[src/sv/matrix3_inverse_assert.svh]
// Assertion macros for the matrix inverse back end.
`ifndef MATRIX3_INVERSE_ASSERT_SVH
`define MATRIX3_INVERSE_ASSERT_SVH

// Same-cycle implication on i_clk, off while i_rst_n is low.
`define MI3_ASSERT_NOW(lbl, ante, cons, msg) \
    lbl: assert property (@(posedge i_clk) disable iff (!i_rst_n) (ante) |-> (cons)) \
        else $error(msg);

// Next-cycle implication on i_clk, off while i_rst_n is low.
`define MI3_ASSERT_NEXT(lbl, ante, cons, msg) \
    lbl: assert property (@(posedge i_clk) disable iff (!i_rst_n) (ante) |=> (cons)) \
        else $error(msg);

`endif

[src/sv/mi3_pkg.sv]
// Types and constants of the 3x3 matrix inverse.
`default_nettype none
package mi3_pkg;
    localparam int MW   = 32;   // input entry width
    localparam int PW   = 64;   // exact product of two entries
    localparam int AW   = 65;   // signed cofactor, Q32.32
    localparam int MAGW = 64;   // cofactor magnitude
    localparam int TW   = 96;   // magnitude of one determinant term
    localparam int DW   = 98;   // signed determinant, Q48.48
    localparam int DMW  = 97;   // determinant magnitude
    localparam int QB   = 32;   // quotient bits, one per divider stage
    localparam int NENT = 9;    // entries per matrix
    localparam int IDXW = 4;
    localparam int NFS  = 6;    // front pipeline depth

    localparam logic [IDXW-1:0] LAST_IDX = IDXW'(NENT - 1);
    localparam logic [MW-1:0]   POS_MAX  = 32'h7FFF_FFFF;
    localparam logic [MW-1:0]   NEG_MIN  = 32'h8000_0000;

    typedef struct packed {
        logic signed [MW-1:0] m00;
        logic signed [MW-1:0] m01;
        logic signed [MW-1:0] m02;
        logic signed [MW-1:0] m10;
        logic signed [MW-1:0] m11;
        logic signed [MW-1:0] m12;
        logic signed [MW-1:0] m20;
        logic signed [MW-1:0] m21;
        logic signed [MW-1:0] m22;
    } t_mat;

    typedef struct packed {
        logic signed [MW-1:0] inv00;
        logic signed [MW-1:0] inv01;
        logic signed [MW-1:0] inv02;
        logic signed [MW-1:0] inv10;
        logic signed [MW-1:0] inv11;
        logic signed [MW-1:0] inv12;
        logic signed [MW-1:0] inv20;
        logic signed [MW-1:0] inv21;
        logic signed [MW-1:0] inv22;
        logic                 singular;
        logic                 saturated;
    } t_inv;

    // One classified matrix: adjugate in output order, |det|, its sign and a singular flag.
    typedef struct packed {
        logic [NENT-1:0][AW-1:0] adj;
        logic [DMW-1:0]          dmag;
        logic                    dneg;
        logic                    sing;
    } t_job;

    // One entry in flight through the divider.
    typedef struct packed {
        logic            vld;
        logic [DMW-1:0]  rem;
        logic [DMW-1:0]  dvs;
        logic [QB-1:0]   quo;
        logic            neg;
        logic            presat;
        logic            sing;
        logic [IDXW-1:0] idx;
    } t_div;
endpackage
`default_nettype wire

[src/sv/mi3_queue.sv]
// Two-entry queue of classified matrices between front and back.
`default_nettype none
module mi3_queue (
    input  wire logic          i_clk,
    input  wire logic          i_rst_n,
    input  wire logic          i_valid,
    output logic               o_ready,
    input  wire mi3_pkg::t_job i_job,
    output logic               o_valid,
    input  wire logic          i_ready,
    output mi3_pkg::t_job      o_job
);
    import mi3_pkg::*;

    t_job       r_q [2];
    logic       r_wp;
    logic       r_rp;
    logic [1:0] r_cnt;
    logic       push;
    logic       pop;

    assign o_ready = (r_cnt != 2'd2);
    assign o_valid = (r_cnt != 2'd0);
    assign o_job   = r_q[r_rp];
    assign push    = i_valid && o_ready;
    assign pop     = o_valid && i_ready;

    always_ff @(posedge i_clk) begin
        if (!i_rst_n) begin
            r_wp  <= 1'b0;
            r_rp  <= 1'b0;
            r_cnt <= 2'd0;
        end else begin
            if (push) r_wp <= !r_wp;
            if (pop)  r_rp <= !r_rp;
            r_cnt <= r_cnt + {1'b0, push} - {1'b0, pop};
        end
    end

    always_ff @(posedge i_clk) begin
        if (push) r_q[r_wp] <= i_job;
    end
endmodule
`default_nettype wire

[config.mk]
export PLATFORM = sky130hd
export DESIGN_NAME = mi3_queue
export DESIGN_NICKNAME = d
export VERILOG_FILES = /design/src/sv/matrix3_inverse_assert.svh /design/src/sv/mi3_pkg.sv /design/src/sv/mi3_queue.sv
export SDC_FILE = /design/constraint.sdc
export NUM_CORES = 1
export LEC_CHECK = 0
export ABC_AREA = 1
export BUFFER_PORTS_ARGS = -buffer_cell sky130_fd_sc_hd__buf_2
export CORE_AREA = 3 3 528 530
export CTS_CLUSTER_SIZE = 10
export DETAILED_ROUTE_END_ITERATION = 7
export DIE_AREA = 0 0 531 533
export GPL_TIMING_DRIVEN = 0
export PLACE_DENSITY = 0.46
export SLEW_MARGIN = 10
export SYNTH_ARGS = -nofsm -noshare
export SYNTH_HDL_FRONTEND = slang
export SYNTH_SLANG_ARGS = --single-unit
[constraint.sdc]
create_clock -name i_clk -period 37.1 [get_ports i_clk]
set_clock_uncertainty 0.05 [all_clocks]
set_input_delay 7.42 -clock i_clk [delete_from_list [all_inputs] [get_ports i_clk]]
set_output_delay 7.42 -clock i_clk [all_outputs]
set_load 0.02 [all_outputs]
Yosys cells after proc, flatten, opt, wreduce, memory -nomap -nowiden
Memories as Yosys holds them, arrays and structs flattened. A register that Yosys moved wholly into a read port is not among the register bits.
Cells that the tools add are included.
W data, S select, Z words.

word-level totals
  output and inout port bits = 686
  word-level logic and storage cells = 16
  memory bits (writable) = 1368
  latch bits = 0
  input port bits = 688
  ROM bits = 0
  flip-flop bits (word level) = 4
  memories = 1

memory list
  name  depth  bits a word  read ports  clocked after memory_dff  wr ports  RTL line         RTL
  r_q   2      684          1           1                         1         mi3_queue.sv:15  t_job r_q [2];

cells by class
  add/subtract/negate cells = 2
  order comparisons = 0
  eq/ne operators = 1
  bitwise gates (word level) = 0
  muxes and demuxes = 4
  reductions and logical operators = 5
  divide/modulo/power cells = 0
  multiply operators = 0
  shift operators = 0

operators with widths
  operator              count
  $mux W1               4
  $add A2 B1 Y2         1
  $logic_and A1 B1 Y1   2
  $logic_not A1 Y1      2
  $ne A2 B2 Y1 const B  1
  $reduce_bool A2 Y1    1
  $sub A2 B1 Y2         1

Logic depth before layout (Yosys ltp)
Gate-level depths: netlist (run 1).

  depth after elaboration = 4
  gate-level depth with buffers = 11

Worst setup path after synthesis (run 1)
Ideal clock, no wire load.

  path kind = input-to-reg
  from = in i_valid
  to = mem r_q[1][0] (netlist bit) (enable)
  arrival time = 35.876 ns
  path slack = -0.581 ns
  buffers on the path = 0
  setup time = 1.755 ns
  stages on the path = 2
  path through = nand2_1 -> nor2_1

on the way
  longest elaborated chain between the ends = 3

RTL lines
  what                           RTL line         RTL
  start, declared                mi3_queue.sv:6   input wire logic i_valid,
  $logic_and A1 B1 Y1            mi3_queue.sv:25  assign push = i_valid && o_ready;
  $mux W1                        mi3_queue.sv:41  if (push) r_q[r_wp] <= i_job;
  $mux W1 (not written as such)  mi3_queue.sv:41
  end, declared                  mi3_queue.sv:15

Every way passes these cells.

Final worst setup path (run 1)
  from = in i_valid
  to = mem r_q[0][663] (netlist bit) (enable)

The elaborated chain is that of the path after synthesis.

==> results of run 1 <==
## sequential cells by signal (all words and copies together) (netlist names), named ones only
name,flops
r_q,1368
r_rp,1
r_cnt,2
r_wp,1
## stage by stage
step | TNS, ns | power [µW] | utilization, % | cells
global placement | -1856.32 | 3660 | 22.4 | 7126
floorplan | 0 | 2990 | - | 2164
detailed placement | 0 | 3440 | 22.9 | 7186
global route | 0 | 5090 | 24.7 | 7441
CTS | 0 | 4980 | 24.7 | 7430
finish | 0 | 4870 | 24.7 | 7458
## critical path: cells and delay by family
kind                   cells  cell delay, ns
AND/OR/NAND/NOR            2            0.80
buffers and inverters     14            2.82
## placed cells by master, fill, tap and decap left out, drive strengths merged
master	count
buf	1479
edfxtp	1368
mux2	684
clkbuf	242
diode	28
clkinv	21
nand2	11
inv	10
nor2	9
dfxtp	5
bufinv	5
clkinvlp	3
xnor2	1
a21oi	1
nand3	1
ha	1
## layer usage
metal	wire length [µm]	part of all wire, %
met3	20700	12
met1	60100	34
met5	910	0.52
met2	89000	51
met4	3840	2.2
## worst max-delay path by stage
stage	from	to	depth (start not counted)
after floorplan	i_valid	r_q[1][0]	2
after global placement	i_valid	r_q[1][663]	3
after detailed placement	i_valid	r_q[0][663]	16
after CTS	i_valid	r_q[0][198]	16
after global routing	i_valid	r_q[0][101]	16
final	i_valid	r_q[0][663]	16
## power breakdown
part | switching (µW) | total [µW] | leakage (µW) | internal, µW
Sequential | 39.8 | 2000 | 0.0128 | 1960
Combinational | 857 | 1370 | 0.00903 | 510
Clock | 625 | 1500 | 0.00236 | 878
## cells by family (layout without fill, tap and decap cells)
logic type	after synthesis	count (layout)
mux	684	684
simple gates	21	21
fa+ha+maj	1	1
flops	1373	1373
xor+xnor	1	1
buf+inv	83	1760
other cells	0	28
compound gates	1	1
## area by class of cell
| cell class | instances | area, µm² |
|---|---|---|
| inverter | 7 | 26.3 |
| fill | 28300 | 206000 |
| clock buffer | 212 | 4460 |
| sequential | 1373 | 41200 |
| multi-input combinational | 708 | 7820 |
| timing repair buffer | 1433 | 8160 |
| tap | 3589 | 4490 |
| antenna | 28 | 70.1 |
| buffer | 76 | 918 |
| clock inverter | 32 | 449 |
==> key figures, run 1 <==
Outcome
  – Outcome: completed

Clock tree
  – Clock-pin slew on the worst setup and hold paths: ~0.05 ns
  – Post-CTS Resized: 0
  – CTS Buf Count: about 170
  – Clk buf depth: 4
  – Hold Buf Count CTS: 0
  – H-tree levels: 4
  – Root buf cell: clkbuf_16
  – CTS tree: yes
  – # Post-CTS Setup Buffers: 0
  – Clk_lat worst skew: approximately 0.80 ns
  – Clock Sink Count: roughly 1400

STA
  – Post-layout min period: roughly 11 ns
  – Final WS setup: 26.37 ns
  – Fin. Hold Viols: 0
  – RSZ-0062 raised after global routing: false
  – Slew headroom: between 50% and 60%
  – Least-Margin Pin Slew: about 0.7 ns
  – Tcrit/Tclk final: between 20 and 30%
  – Fin. max-slew vios: 0
  – Setup Viol. Count Final: 0
  – Fmax: 93.2 MHz
  – Hold Worst Slack: ~0.46 ns

Yosys
  – Post-synth top cells: edfxtp_1, mux2_2, buf_6, clkbuf_8, nand2_1
  – Main combinational cell family by area after synthesis: multiplexers
  – Netlist cell types: 13
  – Syn Std Cell Area: between 0.04 and 0.05 mm²
  – FFs w/ async S/R, synth: 0%
  – Sequential share of the synthesized area: ~82%
  – Post-Synth XOR/XNOR Area: less than 1%
  – Simple-gate share of the synthesized area: less than 1%
  – Most area-hungry cell type in the Yosys netlist: edfxtp_1
  – Synth Area in Compound Gates: 0.0100%
  – #FFs+latches synth: 1373
  – Post-synth top area share: 82.3%
  – Synth warnings: 0
  – Post-synthesis mux area share: 15.4%
  – Mapped Cells: roughly 2200
  – Top cells by area, synth: edfxtp_1, mux2_2, buf_6
  – Synth Flop Type: edfxtp_1
  – Adder-cell share of the synthesized area: less than 1%
  – Most common cell in the netlist: edfxtp_1
  – Post-synth EDFFs: ~1400
  – Mapped Nets: about 2900
  – Synthesized area per cell: around 23 µm²

Floorplan
  – Initial core utilization: 18.2%
  – Die Area: roughly 0.28 mm²
  – Io pins: between 1000 and 1500
  – Die Ht: around 530 µm
  – Die width: around 530 µm
  – Core ar.: 0.274 mm²
  – FP Rows: 192

Critical path
  – R2R Path Start: r_cnt[0]
  – Worst path most repeated cell: buf_12
  – Worst setup SP type: primary input
  – Critical path class: in2reg
  – R2R depth: 17
  – R2r endpoint: r_q[0][663]
  – CP cell instances: buf_2 -> nand2_1 -> nor2_4 -> buf_16 -> buf_12 -> buf_12 -> buf_16 -> buf_12 -> buf_12 -> buf_12 -> buf_16 -> buf_12 -> buf_12 -> buf_12 -> buf_12 -> buf_16
  – Worst EP required: 37.56 ns
  – CP peak stage delay: ~0.61 ns
  – Crit path max-delay cell type: nor2_4
  – CP Capture Type: flop
  – Worst Path Arrival: 11.20 ns
  – R2R setup slack: around 33 ns
  – Crit-path max FO: 26

Global route
  – Met2 Usage GRT: a little over a fifth
  – GR peak layer: met2
  – GR Overflow Total: 0
  – First-pass GRT wire length: 231 mm
  – Antenna violations before repair: 151
  – Met1 usage: a little under an eighth
  – Number of global-route vias before repair: ~29000
  – Pin count of the biggest net entering global routing: 29
  – Met3 usage: 6.03%
  – Overall Global Routing Usage: 11.6%

Placed design
  – Post-place instance area: about 0.063 mm²
  – I/O Buffers: between 1000 and 1500
  – Gpl congestion: around 0.8
  – Post-DP HPWL: 138 mm
  – DP Worst Slack: between 20 and 30 ns

Layout
  – Syn-to-layout area delta: 35.4%
  – Final instance area: slightly below 0.07 mm²
  – Share of cells above drive strength 1: just over 60%
  – NumNets Final: 4457

Hold path
  – Hold path start: r_rp
  – HP Class: reg2reg
  – Hold Path Depth: 2

Pwr
  – PwrDens: roughly 70 mW/mm²
  – Pleak: around 0.024 µW
  – VDD IR max: around 0.05 mV

Route
  – Routed Antenna Nets: 0
  – Via count: roughly 27000
  – Routed len/inst: between 20 and 25 µm
  – Avg Vias per Cell: around 3.7
  – DRT iter0 DRCs: 1414
  – Drt pass-1 iters: 5
  – Total length of routed wires: roughly 170 mm
  – DRC errors left: 0

Run
  – Max Cap Violations: 0
(Power assumes the default switching activity.)
==> run 2, diff against run 1 <==
--- a/config.mk
+++ b/config.mk
@@ -5,7 +5,7 @@
 export SDC_FILE = /design/constraint.sdc
 export NUM_CORES = 1
 export LEC_CHECK = 0
-export ABC_AREA = 1
+export ABC_AREA = 0
 export BUFFER_PORTS_ARGS = -buffer_cell sky130_fd_sc_hd__buf_2
 export CORE_AREA = 3 3 528 530
 export CTS_CLUSTER_SIZE = 10
==> constraint.sdc (replaced) <==
create_clock -name i_clk -period 8.65 [get_ports i_clk]
set_clock_uncertainty 0.05 [all_clocks]
set_input_delay 1.73 -clock i_clk [delete_from_list [all_inputs] [get_ports i_clk]]
set_output_delay 1.73 -clock i_clk [all_outputs]
set_load 0.02 [all_outputs]
==> run 2 against run 1 <==
- utilization fell by 0.27 points
- global-route usage up 0.53 points
- critical path depth fell by 4
- register-to-register slack got worse by 28 ns
- hold slack about the same
- via count shrank 0.29%
- power increased to 3.9 times the previous value
- routed wire length grew 4.0%
- sequential power rose to 4.1 times the previous value
- clock power rose to 4.1 times the previous value
- critical path type unchanged
- largest power group unchanged
- highest routed layer unchanged
==> key figures, run 2 <==
Hold path
  – Hold Path Depth: 2
  – HP Class: reg2reg
  – Hold path start: r_rp
  – Worst Hold End: r_rp

Floorplan
  – Io pins: between 1000 and 1500
  – Initial core utilization: between 10% and 20%
  – Die width: between 500 and 600 µm
  – FP Rows: roughly 190
  – Die Area: between 0.2 and 0.3 mm²
  – Core ar.: between 0.2 and 0.3 mm²
  – Die Ht: ~530 µm

Yosys
  – Syn Std Cell Area: ~0.05 mm²
  – #FFs+latches synth: about 1400
  – Synthesized area per cell: around 23 µm²
  – Synth warnings: 0
  – Post-synth top area share: approximately 82%
  – Post-synth EDFFs: 1368
  – Netlist cell types: 25
  – Mapped Nets: 2847
  – Sequential share of the synthesized area: roughly 82%
  – Mapped Cells: ~2200
  – Post-synth top cells: edfxtp_1, mux2_2, buf_6, clkbuf_8, dfxtp_1
  – FFs w/ async S/R, synth: 0%
  – Most common cell in the netlist: edfxtp_1
  – Synth Flop Type: edfxtp_1
  – Top cells by area, synth: edfxtp_1, mux2_2, buf_6
  – Most area-hungry cell type in the Yosys netlist: edfxtp_1

Layout
  – Top reg by flops: r_q
  – Most frequent cells in the layout: buf_2, edfxtp_1, mux2_2, clkbuf_16, buf_6
  – Biggest regs: r_q x1368, r_cnt x2
  – Commonest non-fill, non-tap cell in the layout: buf_2
  – Fill count: approximately 28000
  – Final cell count without fillers: roughly 7400
  – Share of cells above drive strength 1: roughly 62%
  – Max reg flops: roughly 1400
  – NumNets Final: approximately 4400
  – Final instance area: between 0.06 and 0.07 mm²
  – Syn-to-layout area delta: 33.8%

Clock tree
  – CTS Buf Count: roughly 170
  – # Post-CTS Setup Buffers: 0
  – Root buf cell: clkbuf_16
  – H-tree levels: 4
  – Clock-pin slew on the worst setup and hold paths: around 0.05 ns
  – Hold Buf Count CTS: 0
  – Clock Sink Count: approximately 1400
  – Clk buf depth: 4
  – Post-CTS Resized: 0
  – Clk_lat worst skew: about 0.8 ns
  – CTS tree: yes

Global route
  – Pin count of the biggest net entering global routing: 54
  – Number of global-route vias before repair: roughly 28000
  – GR Overflow Total: 0
  – Overall Global Routing Usage: roughly an eighth
  – Antenna violations before repair: 139
  – First-pass GRT wire length: 240 mm

Pwr
  – VDD IR max: about 0.21 mV
  – Pleak: approximately 0.024 µW
  – PwrDens: 288 mW/mm²

Critical path
  – R2R Path Start: r_cnt[0]
  – CP peak stage delay: between 0.5 and 0.6 ns
  – Worst EP required: around 9 ns
  – Crit path max-delay cell type: clkinvlp_4
  – R2R depth: 12
  – CP Capture Type: flop
  – R2r endpoint: r_q[0][626]
  – Worst path most repeated cell: buf_12
  – Worst Path Arrival: just over 5 ns
  – Worst setup SP type: primary input
  – R2R setup slack: approximately 4.5 ns
  – Crit-path max FO: 32
  – Critical path class: in2reg
  – CP cell instances: buf_2 -> nand3b_1 -> clkinvlp_4 -> buf_12 -> buf_12 -> buf_12 -> buf_12 -> buf_12 -> buf_12 -> buf_12 -> buf_12 -> buf_12

Placed design
  – Gpl congestion: ~0.85
  – I/O Buffers: 1373
  – Number of placed cells counting well taps: roughly 7200
  – Post-DP HPWL: between 100 and 150 mm
  – Post-place instance area: between 0.06 and 0.07 mm²

Run
  – Max Cap Violations: 0

STA
  – Fmax: around 220 MHz
  – Tcrit/Tclk final: around 53%
  – Post-layout min period: between 4 and 5 ns
  – Setup Viol. Count Final: 0
  – Fin. Hold Viols: 0
  – Least-Margin Pin Slew: just under 0.8 ns
  – Slew headroom: 47.4%
  – Fin. max-slew vios: 0
  – RSZ-0062 raised after global routing: false
  – Hold Worst Slack: roughly 0.46 ns

Route
  – Routed Antenna Nets: 0
  – Via count: about 27000
  – Drt pass-1 iters: 5
  – Avg Vias per Cell: about 3.7
  – Routed len/inst: 24.5 µm
  – DRT iter0 DRCs: about 1800
  – Total length of routed wires: 182 mm
  – DRC errors left: 0

Outcome
  – Outcome: completed
==> run 2: cell type report <==
cell class	count	area [µm²]	area share, %
Sequential cell	1373	41200	61.6
Multi-Input combinational cell	707	7860	11.8
Timing Repair Buffer	1410	7690	11.5
Tap cell	3589	4490	6.72
Clock buffer	192	4320	6.45
Buffer	76	918	1.37
Clock inverter	24	324	0.485
Antenna cell	25	62.6	0.0936
Inverter	2	11.3	0.0168
==> run 2: critical path, delay by kind of cell <==
kind	cells	cell delay, ns
buffers and inverters	11	2.96
and+or+nand+nor	1	0.16
==> run 2: where the power goes <==
part | leakage, µW | switching, µW | internal, µW
clock network | 0.00225 | 2610 | 3590
logic | 0.00880 | 3050 | 1770
registers | 0.0128 | 121 | 8080
==> run 2: cells by family (layout without fill, tap and decap cells) <==
kind of cell	after synthesis	in the layout	share of synthesized area (%)
compound gates	6	6	0.0877
xor+xnor	1	1	0.0175
fa+ha+maj	1	1	0.0250
buf+inv	78	1704	1.85
flops	1373	1373	82.4
mux	684	684	15.4
other cells	0	25	0
simple gates	15	15	0.173
==> run 2: stage by stage <==
step / setup TNS (ns) / utilization (%) / setup WS (ns) / power [µW]
after floorplan: -3912.92 / - / -3.94 / 11400
after global placement: - / 22.4 / -12.17 / 13700
after CTS: 0 / 24.4 / 3.99 / 19600
final: 0 / 24.4 / 4.03 / 19200
after detailed placement: 0 / 22.7 / 3.13 / 13300
after global routing: 0 / 24.4 / 3.85 / 20100
==> run 2: worst max path at each step <==
stage / start / to / slack, ns / depth (start not counted)
4_1_cts: flop / o_job[635] / 3.99 / 5
6_report: i_valid / r_q[0][626] / 4.03 / 12
5_1_grt: i_valid / r_q[0][626] / 3.85 / 12
3_3_place_gp: i_valid / r_q[0][623] / -12.17 / 3
3_5_place_dp: i_valid / r_q[0][177] / 3.13 / 12
2_1_floorplan: i_valid / r_q[0][0] / -3.94 / 2
==> run 2: metal layers <==
layer  up-vias  track usage [%]  share of wire (%)
li1      11800                -                  -
met2      1364             19.9                 46
met4       104             2.84                2.4
met3       411             6.26                 13
met1     13600             14.1                 38
met5         -                0               0.39
